File: config.mk
export PLATFORM = sky130hd
export DESIGN_NAME = lzss_ctrl
export DESIGN_NICKNAME = d
export VERILOG_FILES = /design/src/rtl/lzss_pkg.sv /design/src/rtl/lzss_ctrl.sv
export SDC_FILE = /design/constraint.sdc
export NUM_CORES = 1
export LEC_CHECK = 0
export ABC_CLOCK_PERIOD_IN_PS = 2300
export BUFFER_PORTS_ARGS = -buffer_cell sky130_fd_sc_hd__buf_2
export CORE_AREA = 2 2 39 41
export DETAILED_ROUTE_END_ITERATION = 10
export DIE_AREA = 0 0 41 43
export PLACE_DENSITY = 0.7
export SETUP_SLACK_MARGIN = 0.02
export SYNTH_ARGS = -nofsm -noshare
export SYNTH_HDL_FRONTEND = slang
export SYNTH_SLANG_ARGS = --single-unit
File: constraint.sdc
create_clock -name i_clk -period 2.3 [get_ports i_clk]
set_input_delay 0.345 -clock i_clk [delete_from_list [all_inputs] [get_ports i_clk]]
set_output_delay 0.345 -clock i_clk [all_outputs]
set_load 0.01 [all_outputs]
File: src/rtl/lzss_pkg.sv
// ----------------------------------------------------------------------------
// lzss_pkg: shared types and codes of the LZSS flag-byte decompressor
// Payload structs, result kinds, parse phases, register indexes and the
// command/status bundles between controller and datapath.
// ----------------------------------------------------------------------------
package lzss_pkg;

    // Field widths
    localparam int BYTE_W    = 8;
    localparam int KIND_W    = 2;
    localparam int CNT_W     = 24;
    localparam int OFF_W     = 14;
    localparam int LEN_W     = 6;
    localparam int ITEMS_W   = 4;
    localparam int PH_W      = 2;
    localparam int LIT_W     = 2;
    localparam int CFG_IDX_W = 4;
    localparam int CFG_DAT_W = 24;

    // Result kinds
    localparam logic [KIND_W-1:0] KIND_DATA = 2'd0;
    localparam logic [KIND_W-1:0] KIND_END  = 2'd1;
    localparam logic [KIND_W-1:0] KIND_BAD  = 2'd2;

    // Parse phases
    localparam logic [PH_W-1:0] PH_FLAG  = 2'd0;
    localparam logic [PH_W-1:0] PH_ITEM  = 2'd1;
    localparam logic [PH_W-1:0] PH_LIT   = 2'd2;
    localparam logic [PH_W-1:0] PH_TOKHI = 2'd3;

    // Items per flag byte and bytes per triplet literal
    localparam logic [ITEMS_W-1:0] ITEMS_PER_FLAG = 4'd8;
    localparam logic [LIT_W-1:0]   LIT_LAST_IDX   = 2'd2;

    // Configuration register indexes
    localparam logic [CFG_IDX_W-1:0] REG_OUT_LIMIT = 4'd0;
    localparam logic [CFG_IDX_W-1:0] REG_UNIT_MODE = 4'd1;

    typedef struct packed {
        logic [BYTE_W-1:0] in_byte;
        logic              in_last;
    } t_in;

    typedef struct packed {
        logic [BYTE_W-1:0] out_data;
        logic [KIND_W-1:0] out_kind;
        logic              out_last;
    } t_out;

    // Controller to datapath
    typedef struct packed {
        logic accept;
        logic parse;
        logic set_src;
        logic rd;
        logic emit_lit;
        logic emit_copy;
        logic emit_end;
        logic emit_bad;
        logic last_flag;
        logic close;
        logic rearm;
    } t_cmd;

    // Datapath to controller
    typedef struct packed {
        logic            closed;
        logic            lim_now;
        logic            lim_next;
        logic [PH_W-1:0] phase;
        logic            flag_bit;
        logic            last_in;
        logic            bad_ref;
        logic            count_one;
        logic            out_free;
    } t_stat;

endpackage

File: src/rtl/lzss_ctrl.sv
// ----------------------------------------------------------------------------
// lzss_ctrl: controller of the LZSS decompressor
// Sequences one input transaction at a time: limit check, parse, literal
// or back-reference copy, end and error results, end-of-stream handling.
// ----------------------------------------------------------------------------
module lzss_ctrl
    import lzss_pkg::*;
(
    input  logic  i_clk,
    input  logic  i_rst_n,
    input  logic  i_in_valid,
    output logic  o_in_ready,
    input  t_stat i_stat,
    output t_cmd  o_cmd
);

    localparam logic [3:0] S_IDLE  = 4'd0;
    localparam logic [3:0] S_PRE   = 4'd1;
    localparam logic [3:0] S_LIT   = 4'd2;
    localparam logic [3:0] S_CHECK = 4'd3;
    localparam logic [3:0] S_RD    = 4'd4;
    localparam logic [3:0] S_CP    = 4'd5;
    localparam logic [3:0] S_END   = 4'd6;
    localparam logic [3:0] S_BAD   = 4'd7;
    localparam logic [3:0] S_TAIL  = 4'd8;

    logic [3:0] r_state, n_state;

    assign o_in_ready = (r_state == S_IDLE);

    // Next state and commands
    always_comb begin
        n_state = r_state;
        o_cmd   = '0;
        unique case (r_state)
            S_IDLE: begin
                if (i_in_valid) begin
                    o_cmd.accept = 1'b1;
                    n_state      = S_PRE;
                end
            end
            S_PRE: begin
                if (!i_stat.closed && i_stat.lim_now) begin
                    n_state = S_END;
                end else if (i_stat.closed) begin
                    n_state = S_TAIL;
                end else begin
                    o_cmd.parse = 1'b1;
                    unique case (i_stat.phase)
                        PH_ITEM:  n_state = i_stat.flag_bit ? S_LIT : S_TAIL;
                        PH_LIT:   n_state = S_LIT;
                        PH_TOKHI: n_state = S_CHECK;
                        PH_FLAG:  n_state = S_TAIL;
                    endcase
                end
            end
            S_LIT: begin
                if (i_stat.out_free) begin
                    o_cmd.emit_lit  = 1'b1;
                    o_cmd.last_flag = !i_stat.lim_next && !i_stat.last_in;
                    n_state         = i_stat.lim_next ? S_END : S_TAIL;
                end
            end
            S_CHECK: begin
                if (i_stat.bad_ref) begin
                    n_state = S_BAD;
                end else begin
                    o_cmd.set_src = 1'b1;
                    n_state       = S_RD;
                end
            end
            S_RD: begin
                o_cmd.rd = 1'b1;
                n_state  = S_CP;
            end
            S_CP: begin
                if (i_stat.out_free) begin
                    o_cmd.emit_copy = 1'b1;
                    o_cmd.last_flag = i_stat.count_one && !i_stat.lim_next
                                      && !i_stat.last_in;
                    if (i_stat.lim_next) begin
                        n_state = S_END;
                    end else if (i_stat.count_one) begin
                        n_state = S_TAIL;
                    end else begin
                        n_state = S_RD;
                    end
                end
            end
            S_END: begin
                if (i_stat.out_free) begin
                    o_cmd.emit_end  = 1'b1;
                    o_cmd.last_flag = 1'b1;
                    o_cmd.close     = 1'b1;
                    n_state         = S_TAIL;
                end
            end
            S_BAD: begin
                if (i_stat.out_free) begin
                    o_cmd.emit_bad  = 1'b1;
                    o_cmd.last_flag = 1'b1;
                    o_cmd.close     = 1'b1;
                    n_state         = S_TAIL;
                end
            end
            S_TAIL: begin
                if (!i_stat.last_in) begin
                    n_state = S_IDLE;
                end else if (i_stat.closed) begin
                    o_cmd.rearm = 1'b1;
                    n_state     = S_IDLE;
                end else if (i_stat.out_free) begin
                    o_cmd.emit_end  = 1'b1;
                    o_cmd.last_flag = 1'b1;
                    o_cmd.rearm     = 1'b1;
                    n_state         = S_IDLE;
                end
            end
            default: n_state = S_IDLE;
        endcase
    end

    always_ff @(posedge i_clk) begin
        if (!i_rst_n) begin
            r_state <= S_IDLE;
        end else begin
            r_state <= n_state;
        end
    end

`ifndef SYNTHESIS
    // An accepted transaction is always evaluated next
    a_accept_pre: assert property (@(posedge i_clk) disable iff (!i_rst_n)
        o_cmd.accept |=> (r_state == S_PRE))
        else $error("accepted transaction not evaluated");

    // Every history read is followed by its copy emission state
    a_rd_cp: assert property (@(posedge i_clk) disable iff (!i_rst_n)
        o_cmd.rd |=> (r_state == S_CP))
        else $error("history read not consumed");

    // A result is only produced with room in the output register
    a_emit_room: assert property (@(posedge i_clk) disable iff (!i_rst_n)
        (o_cmd.emit_lit || o_cmd.emit_copy || o_cmd.emit_end || o_cmd.emit_bad)
        |-> i_stat.out_free)
        else $error("result issued without output room");
`endif

endmodule
* Yosys cells after proc, flatten, opt, wreduce, memory -nomap -nowiden *
Index checks and enable logic that the tools add are counted.

operators by class
  eq/ne operators = 16
  multiplexer cells = 40
  reduce and logical (&&, ||, !) cells = 11

operators with widths
  operator            count
  $mux 4              13
  $pmux 4 s8          1
  $mux 1              19
  $eq 4x3->1 const B  4
  $pmux 4 s4          1
  $eq 4x2->1 const B  2
  $ne 2x2->1 const B  3
  $pmux 1 s5          1
  $reduce_and 5->1    1
  $eq 2x2->1 const B  2
  $eq 4x1->1 const B  1
  $eq 4x4->1 const B  1
  $logic_and 1x1->1   4
  $logic_not 4->1     1
  $mux 2              2
  $ne 4x4->1 const B  1
  $pmux 1 s2          2
  $logic_not 1->1     3
  $mux 3              1
  $eq 2x1->1 const B  1
  $logic_not 2->1     1
  $ne 2x1->1 const B  1
  $reduce_or 2->1     1

word-level totals
  register bits = 4
  input bits = 13
  output and inout port bits = 12
  word-level logic and storage cells = 68

* Logic depth before layout (Yosys ltp) *
Gate-level depths: netlist of run 1.

  depth after elaboration = 5
  gate-level depth with buffers = 6
  mapped depth without buffers = 4

* Least setup slack after synthesis of run 1 *
OpenSTA, ideal clock, no wires.

  path type = reg-to-output
  from = reg r_state[3]
  to = out o_cmd[2] in the netlist's numbering
  arrival = 1,210 ps
  required time = 1,955 ps
  setup slack = 745 ps
  cell stages (with the launch flop) = 4
  buffers on the path = 1
  cell sequence = dfxtp_1 -> buf_2 -> or4b_1 -> o21ai_1

RTL lines
  element                   line              RTL
  start: declaration        lzss_ctrl.sv:27   logic [3:0] r_state, n_state;
  start signal: assignment  lzss_ctrl.sv:127  r_state <= n_state;
  end: declaration          lzss_ctrl.sv:14   output t_cmd o_cmd

==> results by group, run 1 <==
Clocking
  • Post-CTS setup buffers: 0
  • Post-CTS Resized: 0
  • CTS Sinks: 4
  • CTS Buffer Depth: 2
  • Hold Buf Count CTS: 0
  • CTS clock-pin slew for the worst setup and hold paths: around 40 ps
  • Clock latency at the later pin of the worst-skew pair: 230 ps
  • H-tree depth: 1
  • CTS tree: yes
  • CTS root buf: clkbuf_4
  • Num CTS Buffers: 3

Power
  • Sequential share of power: 33.4%
  • Max IR drop VDD: just under 0.0003 V
  • Clock Power Share: a little over a quarter
  • Switching Share: 39.2%
  • Cell leakage power: roughly 0.29 nW
  • Internal power: 0.000202 W
  • Sw power: 0.000130 W
  • Cell Pwr Density: roughly 500 mW/mm^2
  • Part of the power in combinational logic: between 40% and 50%

Timing
  • Skew final: slightly below 1 ps
  • RSZ-0062 raised after global routing: no
  • Fin crit period: 2120 ps
  • Max transition margin: a little over three fifths
  • Actual slew at the worst max-slew pin: roughly 560 ps
  • Setup TNS: 0 ps
  • Final Hold Vio Count: 0
  • Fraction of the cycle the final worst path needs: 92.3%
  • FMAX: 471 MHz
  • Pins Over Slew Limit: 0
  • Hold slack: roughly 410 ps
  • # setup viols final: 0

Critical path
  • Largest stage delay on the critical path: 610 ps
  • Req. time, crit path: between 1500 and 2000 ps
  • Cells along the critical path: nor2b_1 > and3_1 > a31oi_1 > o21ai_1 > buf_2
  • Endpoint class of the critical path: output pin
  • Worst-path maximum fanout: 15
  • CP max stage cell: dfxtp_1
  • CP Class: reg2out
  • Buf/Inv on CP: 1
  • CP Launch Type: flop
  • Crit-path leading delay family: simple AND/OR/NAND/NOR gates
  • CP arrival: 1780 ps

Place
  • Placed wire-length estimate: between 1 and 1.5 mm
  • I/O Buffers: 24
  • Placed Area: 644 sq um
  • DP Cell Count: roughly 100
  • Placer congestion estimate: slightly below 0.8

Routing
  • Initial drt markers: 5
  • Routed wire length: 1.49 mm
  • Drt drc: 0
  • WL/cell: roughly 14 um
  • DRT Pass-1 Iters: 4
  • Post-route ant nets: 0
  • Vias/cell: between 5 and 6
  • Vias: about 640

Floorplan
  • DIE AREA: approximately 0.0018 sq mm
  • Top Ports: 25
  • Num rows: 14
  • Initial Utilization: between 30% and 40%
  • Die X: slightly above 40 um
  • Die extent in y: 43 um
  • Total core area: ~0.0014 sq mm

Synthesis
  • EDFF count, synth: 0
  • Top post-synthesis cells by count: 6 x nor2_1, 5 x a21oi_1, 4 x dfxtp_1, 4 x inv_1
  • Top-count cell post-synth: nor2_1
  • Yosys top cell area share: between 10% and 20%
  • Main flop type after synthesis: dfxtp_1
  • Flops & latches, synth: 4
  • Post-synthesis net count: 82
  • Async SR Flop Fraction: 0%
  • Synthesis Warnings: 0
  • Distinct cells, synth: approximately 40
  • Yosys top cell by area: dfxtp_1
  • Seq/Total Area, Yosys: between 10% and 20%
  • Area contributors post-synth: dfxtp_1 15%, nor4b_1 4.9%, a21oi_1 4.7%, nor2_1 4.2%, o32ai_2 3.1%
  • Synth Instances: just under 70
  • Syn avg cell area: roughly 7.7 sq um
  • Post-Syn Area: approximately 530 sq um

GRT
  • Initial antenna violation count: 0
  • Gr ovfl total: 0
  • Vias in the first global route: 585
  • Largest net degree at the start of global routing: 19
  • First-pass GRT wire length: 2.44 mm
  • All-Layer GR Usage: between 10% and 20%

Status
  • Status: complete, no violations

Final layout
  • N_diodes: 0
  • Biggest regs: r_state: 4 flops
  • Synthesis-to-layout area growth: 25.1%
  • Largest reg by FF count: r_state
  • Nets: roughly 110
  • Final instance area: around 670 sq um
  • Layout Cells excl Fill: ~110
  • Number of flip-flops in the largest register: 4
  • Layout cells sized above 1: 37.4%

Hold path
  • Hold Path Class: in2reg

Job
  • Max cap viols: 0
-- path summary, 6_finish.rpt --
kind | endpoint | slack, ps | cells past startpoint | startpoint
max | o_cmd[2] | 180 | 5 | r_state[1]
min reg2reg | r_state[1] | 680 | 2 | r_state[1]
max reg2reg | r_state[0] | 480 | 4 | r_state[0]
min | r_state[0] | 410 | 3 | i_stat[5]
-- kinds of logic (layout without fill, tap and decap cells) --
family                 after synthesis  after routing  share of synthesized area [%]
AOI/OAI and AO/OA                   21             21                           30.0
DFF                                  4              4                           15.0
and+or+nand+nor                     33             33                           42.7
buffers and inverters                9             31                           8.22
muxes                                2              2                           3.99
-- worst register-to-register path: stages, from the launching register on --
cell	delay, ps
dfxtp_1	660
mux2_1	390
a2bb2oi_2	200
o211ai_2	180
a221oi_1	290
-- layout make-up --
class / instances / area [sq um]
Tap cell: 16 / 20.0
Clock buffer: 3 / 22.5
Multi-Input combinational cell: 56 / 409
Timing Repair Buffer: 24 / 120
Sequential cell: 4 / 80.1
Fill cell: 150 / 717
Inverter: 4 / 15.0
-- stage by stage --
step / setup slack [ps] / total power (W) / util, %
2_1_floorplan: 745 / 0.000206 / -
3_3_place_gp: 467 / 0.000242 / 46.6
3_5_place_dp: 433 / 0.000245 / 46.6
4_1_cts: 172 / 0.000333 / 48.2
5_1_grt: 53.5 / 0.000362 / 48.2
6_report: 176 / 0.000332 / 48.2
-- power groups by stage --
stage | clock network (W) | registers, W | logic [W]
after floorplan | 0 | 0.0000848 | 0.000121
after global placement | 0 | 0.000111 | 0.000131
after detailed placement | 0 | 0.000111 | 0.000135
after CTS | 0.0000882 | 0.000110 | 0.000135
after global routing | 0.0000951 | 0.000115 | 0.000152
final | 0.0000866 | 0.000111 | 0.000134
-- layout by cell type, fill, tap and decap left out, types with 2 or more instances in the layout --
cell type	Yosys	layout
buf_2	2	24
nor4b_1	3	3
inv_1	4	4
nor2_1	6	6
o21ai_0	3	3
and3_1	2	2
and2_1	2	2
nor3b_1	2	2
a211oi_1	2	2
a21oi_1	5	5
dfxtp_1	4	4
nand2_1	3	3
clkbuf_4	0	3
nand3b_1	2	2
-- layer usage --
| layer | up-vias | global-route usage, % | share of wire [%] | routed length (um) |
|---|---|---|---|---|
| met5 | - | 0 | 0 | 0 |
| met4 | 0 | 6.00 | 0 | 0 |
| met3 | 0 | 3.14 | 6.5 | 96 |
| met2 | 27 | 30.0 | 49 | 736 |
| met1 | 294 | 27.0 | 44 | 655 |
| li1 | 315 | - | - | - |
No activity file was read; power rests on OpenSTA's default activity.
==> run 2: changes to the inputs <==
- ABC_AREA: not set -> 1
- PLACE_DENSITY: 0.7 -> 0.68
- REMOVE_ABC_BUFFERS: not set -> 1
==> run 2 against run 1 <==
Clock-buffer cell count unchanged. Routed wire length decreased by 9.3%. Register-to-register slack better by 540 ps. Die area unchanged. Worst hold slack got worse by 33 ps. Synthesized cell count grew 45%. Critical endpoint is now o_cmd[4]. Largest cell class unchanged.
==> results by group, run 2 <==
Status
  • Status: complete, no violations

GRT
  • Gr ovfl total: 0
  • All-Layer GR Usage: 17.5%
  • Initial antenna violation count: 0
  • First-pass GRT wire length: between 2 and 2.5 mm
  • Vias in the first global route: between 500 and 600
  • Largest net degree at the start of global routing: 9

Place
  • I/O Buffers: 24
  • Placer congestion estimate: between 0.8 and 0.9
  • Placed wire-length estimate: between 1 and 1.5 mm
  • Setup WS pre-CTS: 705 ps
  • DP Cell Count: 140

Critical path
  • CP Launch Type: flop
  • CP arrival: between 1000 and 1500 ps
  • Cells along the critical path: nor2_2 > nand4_1 > or2_2 > o21ai_1 > buf_2
  • CP max stage cell: dfxtp_1
  • Req. time, crit path: ~2000 ps
  • CP Class: reg2out
  • Endpoint class of the critical path: output pin
  • Largest stage delay on the critical path: around 400 ps
  • Worst-path maximum fanout: 7

Timing
  • Pins Over Slew Limit: 0
  • RSZ-0062 raised after global routing: no
  • Setup TNS: 0 ps
  • Fraction of the cycle the final worst path needs: 79.8%
  • Max transition margin: between 70% and 80%
  • Worst Slack Setup Final: approximately 460 ps
  • Final Hold Vio Count: 0
  • Skew final: between 6 and 7 ps
  • Actual slew at the worst max-slew pin: roughly 310 ps
  • Fin crit period: 1840 ps
  • # setup viols final: 0
  • FMAX: ~540 MHz

Floorplan
  • Die X: just over 40 um
  • Num rows: 14
  • Initial Utilization: 36.7%
  • Total core area: about 0.0014 sq mm
  • Die extent in y: roughly 43 um
  • DIE AREA: roughly 0.0018 sq mm
  • Top Ports: 25

Synthesis
  • Yosys top cell area share: roughly a fifth
  • Synthesis Warnings: 0
  • Seq/Total Area, Yosys: 15.8%
  • Multiplexer area fraction after synthesis: 0%
  • Async SR Flop Fraction: 0%
  • Syn avg cell area: between 5 and 6 sq um
  • Flops & latches, synth: 4
  • Xor/xnor share of the synthesized area: 0%
  • Post-Synth Simple-Gate Area: 68.5%
  • EDFF count, synth: 0
  • Main combinational cell family by area after synthesis: simple AND/OR/NAND/NOR gates
  • Distinct cells, synth: 16
  • Synth Area in Compound Gates: under 10%
  • Post-Syn Area: between 500 and 600 sq um
  • Yosys top cell by area: nand2_1
  • Top-count cell post-synth: nand2_1
  • Top post-synthesis cells by count: 28 x nand2_1, 22 x nor2_1, 13 x nand3_1
  • Area contributors post-synth: nand2_1 21%, nor2_1 16%, dfxtp_1 16%, nand3_1 13%, inv_1 6.7%
  • Synth Instances: 100
  • Area share of fa/ha/maj cells after synthesis: 0%
  • Main flop type after synthesis: dfxtp_1

Clocking
  • Num CTS Buffers: 3
  • CTS tree: yes
  • Post-CTS Resized: 0
  • H-tree depth: 1
  • Hold Buf Count CTS: 0
  • CTS clock-pin slew for the worst setup and hold paths: around 40 ps
  • Post-CTS setup buffers: 0
  • CTS Sinks: 4
  • CTS root buf: clkbuf_4
  • Clock latency at the later pin of the worst-skew pair: around 230 ps
  • CTS Buffer Depth: 2

Routing
  • Met2 Wirelength: roughly 640 um
  • Vias/cell: 4.80
  • M1 WL: roughly 630 um
  • Routed wire length: about 1.3 mm
  • Post-route ant nets: 0
  • Initial drt markers: 15
  • Drt drc: 0
  • DRT Pass-1 Iters: 4
  • Vias: about 690
  • WL/cell: about 9.4 um
  • Met3 WL: around 75 um
  • Uppermost routed layer: met4

Final layout
  • N_diodes: 0
  • Number of fill cells: around 170
  • Layout cells sized above 1: between 30% and 40%
  • Nets: approximately 140
  • Synthesis-to-layout area growth: 32.0%
  • Biggest regs: r_state: 4 flops
  • Number of flip-flops in the largest register: 4
  • Layout Cells excl Fill: 143
  • Largest reg by FF count: r_state
  • Commonest non-fill, non-tap cell in the layout: nand2_1
  • Commonest cells after routing, fill and taps aside: 28 x nand2_1, 24 x buf_2, 22 x nor2_1

Power
  • Cell leakage power: just over 0.4 nW
  • Max IR drop VDD: approximately 0.00064 V
  • Cell Pwr Density: approximately 1100 mW/mm^2

Hold path
  • Hold Path Class: in2reg

Job
  • Max cap viols: 0
[run 2: path summary, 6_finish.rpt]
check / from / endpoint / slack, ps / depth (start not counted)
max: r_state[1] / o_cmd[4] / 460 / 5
min: i_rst_n / r_state[3] / 380 / 3
min reg2reg: r_state[3] / r_state[3] / 550 / 2
max reg2reg: r_state[2] / r_state[0] / 1020 / 6
[run 2: power by group]
| group | leakage, nW | internal [W] | switching [W] |
|---|---|---|---|
| registers | 0.0331 | 0.000101 | 0.0000530 |
| logic | 0.368 | 0.000186 | 0.000331 |
| clock network | 0.0138 | 0.0000581 | 0.0000257 |
| total | 0.415 | 0.000345 | 0.000410 |
[run 2: cell families (layout without fill, tap and decap cells)]
logic type,Yosys count,count (layout)
flip-flops,4,4
AO/OA/AOI/OAI,7,7
AND/OR/NAND/NOR,77,77
buffers and inverters,12,39
[run 2: layout make-up]
cell class                 count  area (sq um)  share of cell area, %
multi-input combinational     84           383                   57.1
tap                           16          20.0                   2.99
inverter                      12          45.0                   6.72
clock buffer                   3          22.5                   3.36
timing repair buffer          24           120                   17.9
sequential                     4          80.1                   11.9
[run 2: through the flow]
stage	hold WS (ps)	total power, W	area (sq um)	util, %
2_1_floorplan	466	0.000539	508	-
3_3_place_gp	544	0.000669	648	46.8
3_5_place_dp	544	0.000673	648	46.8
4_1_cts	371	0.000763	671	48.5
5_1_grt	379	0.000851	671	48.5
6_report	375	0.000755	671	48.5
[run 2: layer usage]
layer | track usage [%] | vias up
met1 | 21.0 | 295
met5 | 0 | -
met4 | 6.00 | 0
li1 | - | 372
met2 | 27.5 | 18
met3 | 6.28 | 2
[run 2: worst max-delay path: cells and delay by family (launching register included)]
kind / cells / cell delay, ps
AND/OR/NAND/NOR: 3 / 660
buffers and inverters: 1 / 140
AO/OA/AOI/OAI: 1 / 70
flip-flops: 1 / 390
==> run 3: changes to the inputs <==
- ABC_CLOCK_PERIOD_IN_PS: 2300 -> 1800
- clock period: 2.3 -> 1.8 ns (I/O delays scaled with it)
==> run 3 against run 2 <==
Combinational power is 30% higher. Flip-flop and latch count did not move. Global-route usage down 0.72 points. Sequential share of layout area is 0.15 points higher. Worst hold slack lost 83 ps. Sequential power up 40%.
==> results by group, run 3 (same netlist as run 2, synthesis figures left out) <==
Floorplan
  • Die X: between 40 and 50 um
  • Top Ports: 25
  • Die extent in y: 43 um
  • Initial Utilization: 36.7%
  • DIE AREA: 0.00176 sq mm
  • Total core area: 0.00138 sq mm
  • Num rows: 14

Routing
  • Routed wire length: between 1 and 1.5 mm
  • Vias/cell: between 4 and 5
  • WL/cell: about 9.6 um
  • Drt drc: 0
  • Post-route ant nets: 0
  • Vias: just under 700
  • Initial drt markers: 19
  • DRT Pass-1 Iters: 4

Final layout
  • N_diodes: 0
  • Largest reg by FF count: r_state
  • Final instance area: 683 sq um
  • Number of flip-flops in the largest register: 4
  • Synthesis-to-layout area growth: 34.5%
  • Nets: ~140
  • Commonest cells after routing, fill and taps aside: 28 x nand2_1, 24 x buf_2, 22 x nor2_1
  • Layout cells sized above 1: around 32%
  • Biggest regs: r_state: 4 flops
  • Number of fill cells: between 150 and 200
  • Commonest non-fill, non-tap cell in the layout: nand2_1

Timing
  • FMAX: about 590 MHz
  • RSZ-0062 raised after global routing: no
  • Fraction of the cycle the final worst path needs: between 90% and 100%
  • Final Hold Vio Count: 0
  • Actual slew at the worst max-slew pin: approximately 310 ps
  • Fin crit period: 1690 ps
  • Setup TNS: 0 ps
  • Pins Over Slew Limit: 0
  • Max transition margin: between 70% and 80%
  • Skew final: approximately 6.6 ps
  • # setup viols final: 0
  • Hold slack: 292 ps

Clocking
  • CTS root buf: clkbuf_4
  • Clock latency at the later pin of the worst-skew pair: between 200 and 250 ps
  • H-tree depth: 1
  • Hold Buf Count CTS: 0
  • CTS Sinks: 4
  • CTS tree: yes
  • CTS clock-pin slew for the worst setup and hold paths: around 40 ps
  • CTS Buffer Depth: 2
  • Num CTS Buffers: 3

Critical path
  • CP Launch Type: flop
  • Critical path depth: 5
  • CP max stage cell: dfxtp_1
  • Crit-path leading delay family: simple AND/OR/NAND/NOR gates
  • Reg2Reg Depth: 9
  • Worst Setup SP: r_state[0]
  • Internal reg-to-reg setup slack: between 400 and 500 ps
  • Req. time, crit path: 1530 ps
  • Buf/Inv on CP: 1
  • FF-to-FF End: r_state[3]
  • Worst r2r src: r_state[0]
  • Largest stage delay on the critical path: ~380 ps
  • CP arrival: around 1400 ps
  • Cells along the critical path: nor2_4 > nand4_1 > or2_2 > nand3_1 > buf_2
  • CP endpoint: o_cmd[2]
  • Endpoint class of the critical path: output pin
  • CP Class: reg2out
  • Worst-path maximum fanout: 7

Place
  • Placed Area: 648 sq um
  • Placed wire-length estimate: around 1.1 mm
  • Placer congestion estimate: approximately 0.86
  • I/O Buffers: 24

Status
  • Status: complete, no violations

Power
  • Max IR drop VDD: ~0.00075 V
  • Overall power: 0.000997 W
  • Cell Pwr Density: approximately 1500 mW/mm^2
  • Cell leakage power: 0.418 nW

GRT
  • Initial antenna violation count: 0
  • Largest net degree at the start of global routing: 9
  • Vias in the first global route: 516
  • All-Layer GR Usage: between 10% and 20%
  • Gr ovfl total: 0
  • First-pass GRT wire length: between 2 and 2.5 mm

Hold path
  • Hold Path Class: in2reg

Job
  • Max cap viols: 0
[run 3: cell type report]
cell class | count | area [sq um] | share of cell area (%)
Multi-Input combinational cell | 84 | 393 | 57.5
Timing Repair Buffer | 24 | 120 | 17.6
Sequential cell | 4 | 82.6 | 12.1
Inverter | 12 | 45.0 | 6.59
Clock buffer | 3 | 22.5 | 3.30
Tap cell | 16 | 20.0 | 2.93
[run 3: layer usage]
metal / global-route usage [%] / vias to the layer above / share of wire, %
met4: 4.00 / 0 / 0.51
li1: - / 374 / -
met5: 0 / - / 0
met2: 27.5 / 20 / 49
met1: 20.6 / 293 / 46
met3: 4.71 / 2 / 4.4
[run 3: per-stage QoR]
| step | cells | utilization, % | setup WS, ps |
|---|---|---|---|
| final | 143 | 49.4 | 105 |
| after floorplan | 100 | - | 358 |
| after global routing | 143 | 49.4 | 26.4 |
| after detailed placement | 140 | 46.8 | 283 |
| after CTS | 143 | 48.5 | 29.8 |
| after global placement | 140 | 46.8 | 317 |
[run 3: repair_timing]
item | 4_1_cts | 5_1_grt
endpoints found under the setup margin | 0 | 3
setup buffers | 0 | 0
resized for setup | 0 | 4
[run 3: worst register-to-register path, cell delays in order (launching register included)]
cell	delay, ps
dfxtp_1	480
inv_2	110
nand2_2	90
nor2_2	50
nor2_1	110
nand2_2	80
nand2_4	100
nand3_1	90
nand2_1	70
nor2_1	40
[run 3: power breakdown]
part / internal [W] / total (W) / switching (W) / leakage (nW)
registers: 0.000135 / 0.000215 / 0.0000798 / 0.0338
clock network: 0.0000744 / 0.000109 / 0.0000343 / 0.0138
logic: 0.000246 / 0.000674 / 0.000428 / 0.370
[run 3: worst min path at each step]
stage          startpoint    endpoint  cells after the start
2_1_floorplan     i_rst_n  r_state[0]                      2
3_3_place_gp      i_rst_n  r_state[1]                      3
3_5_place_dp      i_rst_n  r_state[0]                      3
4_1_cts           i_rst_n  r_state[0]                      3
5_1_grt           i_rst_n  r_state[1]                      3
6_report          i_rst_n  r_state[1]                      3
